[src/rtl/sscw_pkg.sv]
// Shared types, constants and font table for the seven segment chain writer.
package sscw_pkg;

  localparam int unsigned MAX_CHAIN = 8;
  localparam int unsigned CHAIN_W = 4;
  localparam int unsigned IDX_W = $clog2(MAX_CHAIN);
  localparam int unsigned QUEUE_DEPTH = 2;
  localparam int unsigned QPTR_W = $clog2(QUEUE_DEPTH);
  localparam int unsigned QCNT_W = $clog2(QUEUE_DEPTH + 1);

  localparam logic REQ_CHAR = 1'b0;
  localparam logic REQ_REG = 1'b1;

  localparam logic [3:0] INTENSITY_ADDR = 4'hA;
  localparam logic [7:0] INTENSITY_MASK = 8'h0F;
  localparam logic [7:0] DP_BIT = 8'h80;
  localparam logic [15:0] NOOP_WORD = 16'h0000;

  typedef struct packed {
    logic [15:0]        word;
    logic [CHAIN_W-1:0] dev;
    logic [CHAIN_W-1:0] chain;
  } entry_t;

  function automatic logic [7:0] font_segs(input logic [7:0] c);
    logic [7:0] s;
    unique case (c)
      8'h20: s = 8'h00;
      8'h30: s = 8'h7e;
      8'h31: s = 8'h30;
      8'h32: s = 8'h6d;
      8'h33: s = 8'h79;
      8'h34: s = 8'h33;
      8'h35: s = 8'h5b;
      8'h36: s = 8'h5f;
      8'h37: s = 8'h70;
      8'h38: s = 8'h7f;
      8'h39: s = 8'h7b;
      8'h41: s = 8'h77;
      8'h42: s = 8'h1f;
      8'h43: s = 8'h4e;
      8'h44: s = 8'h3d;
      8'h45: s = 8'h4f;
      8'h46: s = 8'h47;
      8'h47: s = 8'h5f;
      8'h48: s = 8'h37;
      8'h49: s = 8'h30;
      8'h4a: s = 8'h4e;
      8'h4c: s = 8'h0e;
      8'h6e: s = 8'h15;
      8'h4f: s = 8'h7e;
      8'h50: s = 8'h67;
      8'h72: s = 8'h05;
      8'h53: s = 8'h5b;
      8'h54: s = 8'h46;
      8'h55: s = 8'h3e;
      8'h2d: s = 8'h01;
      default: s = 8'h00;
    endcase
    return s;
  endfunction

endpackage

[src/rtl/sscw_if.sv]
// Request and chain word channel interfaces.
interface sscw_req_if;
  logic       valid;
  logic       ready;
  logic       req_type;
  logic [5:0] position;
  logic [7:0] ascii_code;
  logic       decimal_point;
  logic [3:0] device;
  logic [3:0] reg_addr;
  logic [7:0] reg_data;

  modport source (output valid, req_type, position, ascii_code, decimal_point,
                  device, reg_addr, reg_data, input ready);
  modport sink (input valid, req_type, position, ascii_code, decimal_point,
                device, reg_addr, reg_data, output ready);
endinterface

interface sscw_word_if;
  logic        valid;
  logic        ready;
  logic [15:0] frame_word;
  logic        last_word;

  modport source (output valid, frame_word, last_word, input ready);
  modport sink (input valid, frame_word, last_word, output ready);
endinterface

[src/rtl/sscw_front.sv]
// Front end: accepts requests, resolves target device and word, drops misses.
module sscw_front (
  sscw_req_if.sink                  req_i,
  input  logic [3:0]                chain_length_i,
  input  logic                      queue_full_i,
  output logic                      push_o,
  output sscw_pkg::entry_t          entry_o
);
  import sscw_pkg::*;

  logic [CHAIN_W-1:0] chain;
  logic [CHAIN_W-1:0] dev;
  logic [3:0]         addr;
  logic [7:0]         data;
  logic               drop;

  always_comb begin
    if (chain_length_i > CHAIN_W'(MAX_CHAIN)) begin
      chain = CHAIN_W'(MAX_CHAIN);
    end else begin
      chain = chain_length_i;
    end
  end

  always_comb begin
    unique case (req_i.req_type)
      REQ_CHAR: begin
        dev  = {1'b0, req_i.position[5:3]} + 4'd1;
        addr = 4'd8 - {1'b0, req_i.position[2:0]};
        data = font_segs(req_i.ascii_code) | (req_i.decimal_point ? DP_BIT : 8'h00);
      end
      default: begin
        dev  = req_i.device;
        addr = req_i.reg_addr;
        data = (req_i.reg_addr == INTENSITY_ADDR) ? (req_i.reg_data & INTENSITY_MASK)
                                                  : req_i.reg_data;
      end
    endcase
  end

  assign drop = (dev == '0) || (dev > chain);

  assign req_i.ready   = !queue_full_i;
  assign push_o        = req_i.valid && !queue_full_i && !drop;
  assign entry_o.word  = {4'h0, addr, data};
  assign entry_o.dev   = dev;
  assign entry_o.chain = chain;

endmodule

[src/rtl/sscw_queue.sv]
// Short queue of resolved requests between front and back ends.
module sscw_queue (
  input  logic             clk_i,
  input  logic             rst_ni,
  input  logic             push_i,
  input  sscw_pkg::entry_t entry_i,
  input  logic             pop_i,
  output logic             full_o,
  output logic             empty_o,
  output sscw_pkg::entry_t head_o
);
  import sscw_pkg::*;

  entry_t             mem_q [QUEUE_DEPTH];
  logic [QPTR_W-1:0]  wr_ptr_q, wr_ptr_d;
  logic [QPTR_W-1:0]  rd_ptr_q, rd_ptr_d;
  logic [QCNT_W-1:0]  cnt_q, cnt_d;
  logic               do_push;
  logic               do_pop;

  assign full_o  = (cnt_q == QCNT_W'(QUEUE_DEPTH));
  assign empty_o = (cnt_q == '0);
  assign do_push = push_i && !full_o;
  assign do_pop  = pop_i && !empty_o;
  assign head_o  = mem_q[rd_ptr_q];

  always_comb begin
    wr_ptr_d = wr_ptr_q;
    rd_ptr_d = rd_ptr_q;
    cnt_d    = cnt_q;
    if (do_push) begin
      wr_ptr_d = (wr_ptr_q == QPTR_W'(QUEUE_DEPTH - 1)) ? '0 : wr_ptr_q + 1'b1;
    end
    if (do_pop) begin
      rd_ptr_d = (rd_ptr_q == QPTR_W'(QUEUE_DEPTH - 1)) ? '0 : rd_ptr_q + 1'b1;
    end
    if (do_push && !do_pop) begin
      cnt_d = cnt_q + 1'b1;
    end else if (do_pop && !do_push) begin
      cnt_d = cnt_q - 1'b1;
    end
  end

  always_ff @(posedge clk_i or negedge rst_ni) begin
    if (!rst_ni) begin
      wr_ptr_q <= '0;
      rd_ptr_q <= '0;
      cnt_q    <= '0;
    end else begin
      wr_ptr_q <= wr_ptr_d;
      rd_ptr_q <= rd_ptr_d;
      cnt_q    <= cnt_d;
    end
  end

  always_ff @(posedge clk_i) begin
    if (do_push) begin
      mem_q[wr_ptr_q] <= entry_i;
    end
  end

endmodule

[src/rtl/sscw_back.sv]
// Back end: expands the head request into one chain word per device.
module sscw_back (
  input  logic             clk_i,
  input  logic             rst_ni,
  input  logic             empty_i,
  input  sscw_pkg::entry_t head_i,
  output logic             pop_o,
  sscw_word_if.source      word_o
);
  import sscw_pkg::*;

  logic [IDX_W-1:0]   idx_q, idx_d;
  logic               valid_q, valid_d;
  logic [15:0]        word_q, word_d;
  logic               last_q, last_d;
  logic               load;
  logic               at_last;
  logic               at_target;
  logic [CHAIN_W-1:0] target;

  assign load      = !valid_q || word_o.ready;
  assign target    = head_i.chain - head_i.dev;
  assign at_last   = ({1'b0, idx_q} == (head_i.chain - 4'd1));
  assign at_target = ({1'b0, idx_q} == target);
  assign pop_o     = load && !empty_i && at_last;

  always_comb begin
    idx_d   = idx_q;
    valid_d = valid_q;
    word_d  = word_q;
    last_d  = last_q;
    if (load) begin
      valid_d = !empty_i;
      word_d  = at_target ? head_i.word : NOOP_WORD;
      last_d  = at_last;
      if (!empty_i) begin
        idx_d = at_last ? '0 : idx_q + 1'b1;
      end
    end
  end

  always_ff @(posedge clk_i or negedge rst_ni) begin
    if (!rst_ni) begin
      idx_q   <= '0;
      valid_q <= 1'b0;
    end else begin
      idx_q   <= idx_d;
      valid_q <= valid_d;
    end
  end

  always_ff @(posedge clk_i) begin
    word_q <= word_d;
    last_q <= last_d;
  end

  assign word_o.valid      = valid_q;
  assign word_o.frame_word = word_q;
  assign word_o.last_word  = last_q;

endmodule

[src/rtl/seven_segment_chain_writer.sv]
// Top level of the seven segment chain writer.
// Each accepted request becomes one 16-bit word per chained chip (chain length
// capped at 8), sent farthest chip first, with last_word set on the final word.
// Requests for a chip beyond the chain produce no words. The back end sends one
// word per cycle unless word_o.ready holds it off; the front end accepts one
// request per cycle while the two-entry queue has room.
// chain_length resets to 1 and is written through cfg_we_i and cfg_wdata_i.
module seven_segment_chain_writer (
  input  logic        clk_i,
  input  logic        rst_ni,
  input  logic        cfg_we_i,
  input  logic [3:0]  cfg_wdata_i,
  sscw_req_if.sink    req_i,
  sscw_word_if.source word_o
);
  import sscw_pkg::*;

  logic [3:0] chain_length_q;
  logic       push;
  logic       pop;
  logic       full;
  logic       empty;
  entry_t     entry;
  entry_t     head;

  always_ff @(posedge clk_i or negedge rst_ni) begin
    if (!rst_ni) begin
      chain_length_q <= 4'd1;
    end else if (cfg_we_i) begin
      chain_length_q <= cfg_wdata_i;
    end
  end

  sscw_front u_front (
    .req_i          (req_i),
    .chain_length_i (chain_length_q),
    .queue_full_i   (full),
    .push_o         (push),
    .entry_o        (entry)
  );

  sscw_queue u_queue (
    .clk_i   (clk_i),
    .rst_ni  (rst_ni),
    .push_i  (push),
    .entry_i (entry),
    .pop_i   (pop),
    .full_o  (full),
    .empty_o (empty),
    .head_o  (head)
  );

  sscw_back u_back (
    .clk_i   (clk_i),
    .rst_ni  (rst_ni),
    .empty_i (empty),
    .head_i  (head),
    .pop_o   (pop),
    .word_o  (word_o)
  );

endmodule
[src/flat_wrapper.sv]
// flat-port wrapper written by rule: the top's interface ports become plain ports
module seven_segment_chain_writer_flat import sscw_pkg::*;
  (clk_i, rst_ni, cfg_we_i, cfg_wdata_i, req_i_valid, req_i_req_type, req_i_position, req_i_ascii_code, req_i_decimal_point, req_i_device, req_i_reg_addr, req_i_reg_data, req_i_ready, word_o_valid, word_o_frame_word, word_o_last_word, word_o_ready);
  sscw_req_if req_i_i ();
  sscw_word_if word_o_i ();
  input  logic clk_i;
  input  logic rst_ni;
  input  logic cfg_we_i;
  input  logic [3:0] cfg_wdata_i;
  input wire logic [$bits(req_i_i.valid)-1:0] req_i_valid;
  input wire logic [$bits(req_i_i.req_type)-1:0] req_i_req_type;
  input wire logic [$bits(req_i_i.position)-1:0] req_i_position;
  input wire logic [$bits(req_i_i.ascii_code)-1:0] req_i_ascii_code;
  input wire logic [$bits(req_i_i.decimal_point)-1:0] req_i_decimal_point;
  input wire logic [$bits(req_i_i.device)-1:0] req_i_device;
  input wire logic [$bits(req_i_i.reg_addr)-1:0] req_i_reg_addr;
  input wire logic [$bits(req_i_i.reg_data)-1:0] req_i_reg_data;
  output wire logic [$bits(req_i_i.ready)-1:0] req_i_ready;
  output wire logic [$bits(word_o_i.valid)-1:0] word_o_valid;
  output wire logic [$bits(word_o_i.frame_word)-1:0] word_o_frame_word;
  output wire logic [$bits(word_o_i.last_word)-1:0] word_o_last_word;
  input wire logic [$bits(word_o_i.ready)-1:0] word_o_ready;
  assign req_i_i.valid = req_i_valid;
  assign req_i_i.req_type = req_i_req_type;
  assign req_i_i.position = req_i_position;
  assign req_i_i.ascii_code = req_i_ascii_code;
  assign req_i_i.decimal_point = req_i_decimal_point;
  assign req_i_i.device = req_i_device;
  assign req_i_i.reg_addr = req_i_reg_addr;
  assign req_i_i.reg_data = req_i_reg_data;
  assign req_i_ready = req_i_i.ready;
  assign word_o_valid = word_o_i.valid;
  assign word_o_frame_word = word_o_i.frame_word;
  assign word_o_last_word = word_o_i.last_word;
  assign word_o_i.ready = word_o_ready;
  seven_segment_chain_writer u_core (.clk_i(clk_i), .rst_ni(rst_ni), .cfg_we_i(cfg_we_i), .cfg_wdata_i(cfg_wdata_i), .req_i(req_i_i), .word_o(word_o_i));
endmodule
[config.mk]
export PLATFORM = sky130hd
export DESIGN_NAME = seven_segment_chain_writer_flat
export DESIGN_NICKNAME = d
export VERILOG_FILES = /design/src/rtl/sscw_pkg.sv /design/src/rtl/sscw_if.sv /design/src/rtl/sscw_front.sv /design/src/rtl/sscw_queue.sv /design/src/rtl/sscw_back.sv /design/src/rtl/seven_segment_chain_writer.sv /design/src/flat_wrapper.sv
export SDC_FILE = /design/constraint.sdc
export NUM_CORES = 1
export LEC_CHECK = 0
export CORE_UTILIZATION = 45
export CTS_BUF_LIST = sky130_fd_sc_hd__clkbuf_8
export CTS_CLUSTER_SIZE = 14
export DETAILED_ROUTE_END_ITERATION = 6
export DONT_BUFFER_PORTS = 1
export MAX_ROUTING_LAYER = met4
export PLACE_DENSITY = 0.6
export SKIP_LAST_GASP = 1
export SLEW_MARGIN = 5
export SYNTH_ARGS = -nofsm -noshare
export SYNTH_HDL_FRONTEND = slang
export SYNTH_SLANG_ARGS = --single-unit
[constraint.sdc]
create_clock -name clk_i -period 2.75 [get_ports clk_i]
set_clock_uncertainty 0.2 [all_clocks]
set_input_delay 0.55 -clock clk_i [delete_from_list [all_inputs] [get_ports clk_i]]
set_output_delay 0.55 -clock clk_i [all_outputs]
set_load 0.03 [all_outputs]
==> impl_metrics.json <==
{
  "synth_cells": 330,
  "hp-class": "in2reg",
  "clock.fmax_mhz": 374.2,
  "vdd_ir_drop_max_uv": 290.0,
  "globalplace.congestion": 0.8703,
  "max-cap-violations": 0,
  "io_pins": 60,
  "port-buffer-count": 0,
  "clock_latency_ns": 0.33,
  "grt_pass1_vias": 2388,
  "dr_total_vias": 2405,
  "cp.arrival_ns": 2.56,
  "p_sw_frac": 0.3551,
  "wire_per_inst_um": 15.49,
  "fin_crit_sh": 0.9718,
  "status": "completed",
  "period_minus_slack_ns": 2.672,
  "core_um2": 7848,
  "multi_input_area_um2": 1772,
  "worstSetupPathType": "reg2reg",
  "rsz0062_at_grt": "yes",
  "synthArstFlopShare": 0.1846,
  "seq_area_um2": 1894,
  "area_growth_pct": 14.14,
  "die_w_um": 92.66,
  "grt_pass1_wl_um": 11340,
  "std_cell_rows": 32,
  "pwr-share-clk": 0.207,
  "dieArea_um2": 8586,
  "finalWorstSetupSlack_ns": 0.07756,
  "syn_avg_cell_area_um2": 11.21,
  "hold_violations": 0,
  "syn-cell-area_um2": 3699,
  "p_per_area_nw_per_um2": 893.5,
  "cts_buffers": 9,
  "routed_wl_um": 6957,
  "max_slew_margin": 0.6123,
  "setup_viol": 0,
  "drive_above_1_share": 0.1729,
  "ys_ff_latch": 65,
  "p_leak_nw": 1.602,
  "seqPwrFrac": 0.446,
  "fin_nets": 404,
  "cts.sinks": 65,
  "post-route-util": 0.5379,
  "ant_nets": 0,
  "vias_per_cell": 5.356,
  "first_pass_iters": 5,
  "grt_max_degree": 29,
  "crit_fanout": 12,
  "drt_iter0_markers": 63,
  "cts.clk_slew.worst_paths_ns": 0.08,
  "antenna_found_initial": 0,
  "synth_cell_type_count": 56,
  "globalRouteMet3Util": 0.04023,
  "grt_use_met1": 0.2340,
  "die_y_um": 92.66,
  "fillers": 729,
  "cts_tree": "yes",
  "dp_slack_ns": -0.05111,
  "grtUsageTotal": 0.1776,
  "end_kind": "flop",
  "start_util": 0.4713,
  "gr-max-usage-layer": "met2",
  "h-tree-depth": 3,
  "dp_hpwl_um": 5228,
  "finalMaxSlewViolations": 0,
  "power_switching_mw": 1.340,
  "total_power_mw": 3.772,
  "antenna_cells": 0,
  "start_kind": "flop",
  "use_met2": 0.2691,
  "overflow": 0,
  "power_frac_comb": 0.348,
  "clk_root_buffer_cell": "clkbuf_8",
  "clk_path_buf_depth": 2,
  "synth_edf_count": 53,
  "synth_flop_cell": "edfxtp_1",
  "ys_seq_area_frac": 0.5118,
  "crit_required_ns": 2.63,
  "drc": 0,
  "worst_pin_slew_ns": 0.5796,
  "p_int_mw": 2.433,
  "ys_warn_count": 0
}
## layout make-up
type                    instances  area share
clock buffers                   9     0.02934
multi-input cells             230      0.4197
well taps                     102     0.03023
repair buffers                 16     0.03794
flip-flops and latches         65      0.4487
inverters                      20     0.01778
clock inverters                 7     0.01630
## routing by layer
| metal | vias to the layer above | share of wire |
|---|---|---|
| met4 | 0 | 0.0082 |
| met3 | 4 | 0.040 |
| li1 | 1205 | - |
| met5 | - | 0 |
| met1 | 1133 | 0.49 |
| met2 | 63 | 0.46 |
## through the flow
step	instance area [µm²]	cells	TNS, ns	hold slack, ns
after floorplan	3794	333	-0.06116	0.05441
after global placement	3954	431	0	0.05479
after detailed placement	3954	431	-0.05111	0.05468
after CTS	4161	448	0	0.1105
after global routing	4222	449	-0.3010	0.1157
final	4222	449	0	0.1230
## worst paths after layout
path / from / to / slack [ns] / cells past startpoint
worst min register to register: u_core.chain_length_q[1]$_DFFE_PN0P_ / u_core.chain_length_q[1]$_DFFE_PN0P_ / 0.32 / 1
worst max register to register: u_core.u_queue.rd_ptr_q$_DFFE_PN0P_ / u_core.u_back.word_o.frame_word[0]$_SDFFCE_PP0N_ / 0.08 / 10
min in group asynchronous: rst_ni / u_core.u_queue.wr_ptr_q$_DFFE_PN0P_ / 0.45 / 1
worst min-delay path: cfg_we_i / u_core.chain_length_q[3]$_DFFE_PN0P_ / 0.12 / 1
worst max-delay path: u_core.u_queue.rd_ptr_q$_DFFE_PN0P_ / u_core.u_back.word_o.frame_word[0]$_SDFFCE_PP0N_ / 0.08 / 10
max in group asynchronous: rst_ni / u_core.u_queue.rd_ptr_q$_DFFE_PN0P_ / 1.47 / 1
## cells in the final DEF, fill, tap and decap left out, drive strengths merged, types with 3 or more instances in the layout
master,Yosys,final
edfxtp,53,53
nor2,35,35
nand2,24,24
o21ai,24,24
mux2i,21,21
inv,19,20
ha,20,20
buf,12,15
dfrtp,11,11
nand2b,10,10
a21oi,10,10
xnor2,9,9
clkbuf,6,9
nor2b,8,8
mux2,8,8
xor2,7,7
nor3,6,6
clkinv,1,5
nand3,4,4
conb,1,4
o41ai,3,3
a221o,3,3
## worst max-delay path, stage by stage (launching register included)
cell and delay, ns:
dfrtp_2 0.44, buf_4 0.15, buf_4 0.20, mux2i_1 0.28, inv_1 0.10, fa_1 0.56
xnor2_1 0.11, nor2_1 0.06, nand4b_1 0.14, buf_12 0.14, nor2_1 0.04
## flip-flops by register name, indices dropped and copies added, names as in the netlist
register / cells
u_core.u_queue.mem_q: 40
u_core.u_back.word_o.frame_word: 12
u_core.chain_length_q: 4
u_core.u_back.idx_q: 3
u_core.u_queue.cnt_q: 2
u_core.u_back.word_o.last_word: 1
u_core.u_back.word_o.valid: 1
u_core.u_queue.rd_ptr_q: 1
u_core.u_queue.wr_ptr_q: 1
## cells in the mapped netlist, drive strengths merged (3+ instances only)
cell / count / share of area
edfxtp: 53 / 0.43
nor2: 35 / 0.036
nand2: 24 / 0.024
o21ai: 24 / 0.032
mux2i: 21 / 0.057
ha: 20 / 0.068
inv: 19 / 0.019
buf: 12 / 0.019
dfrtp: 11 / 0.074
a21oi: 10 / 0.015
nand2b: 10 / 0.017
xnor2: 9 / 0.021
mux2: 8 / 0.024
nor2b: 8 / 0.014
xor2: 7 / 0.019
clkbuf: 6 / 0.0061
nor3: 6 / 0.0095
nand3: 4 / 0.0054
a221o: 3 / 0.0081
o41ai: 3 / 0.0071
## what timing repair did
action / CTS / global route
hold endpoints to repair: 12 / 0
hold buffers: 1 / 0
buffers inserted: 0 / 1
cloned: 0 / 0
pin swaps: 0 / 4
gates resized for setup: 2 / 6
endpoints found under the setup margin: 1 / 1
## logic make-up (layout without fill, tap and decap cells)
logic type | count (synthesis) | in the layout | share of synthesized area
simple gates | 101 | 101 | 0.1418
compound gates | 58 | 58 | 0.09946
buf+inv | 38 | 52 | 0.04567
flops | 65 | 65 | 0.5118
xor+xnor | 16 | 16 | 0.03992
other cells | 1 | 4 | 0.001014
mux | 30 | 30 | 0.08728
fa+ha+maj | 21 | 21 | 0.07307
## power groups by stage
stage	sequential (mW)	clock (mW)	combinational [mW]
3_5_place_dp	1.70	0	1.24
5_1_grt	1.71	0.836	1.44
3_3_place_gp	1.69	0	1.22
6_report	1.68	0.780	1.31
2_1_floorplan	1.65	0	0.957
4_1_cts	1.68	0.799	1.26
(Power assumes the default switching activity.)
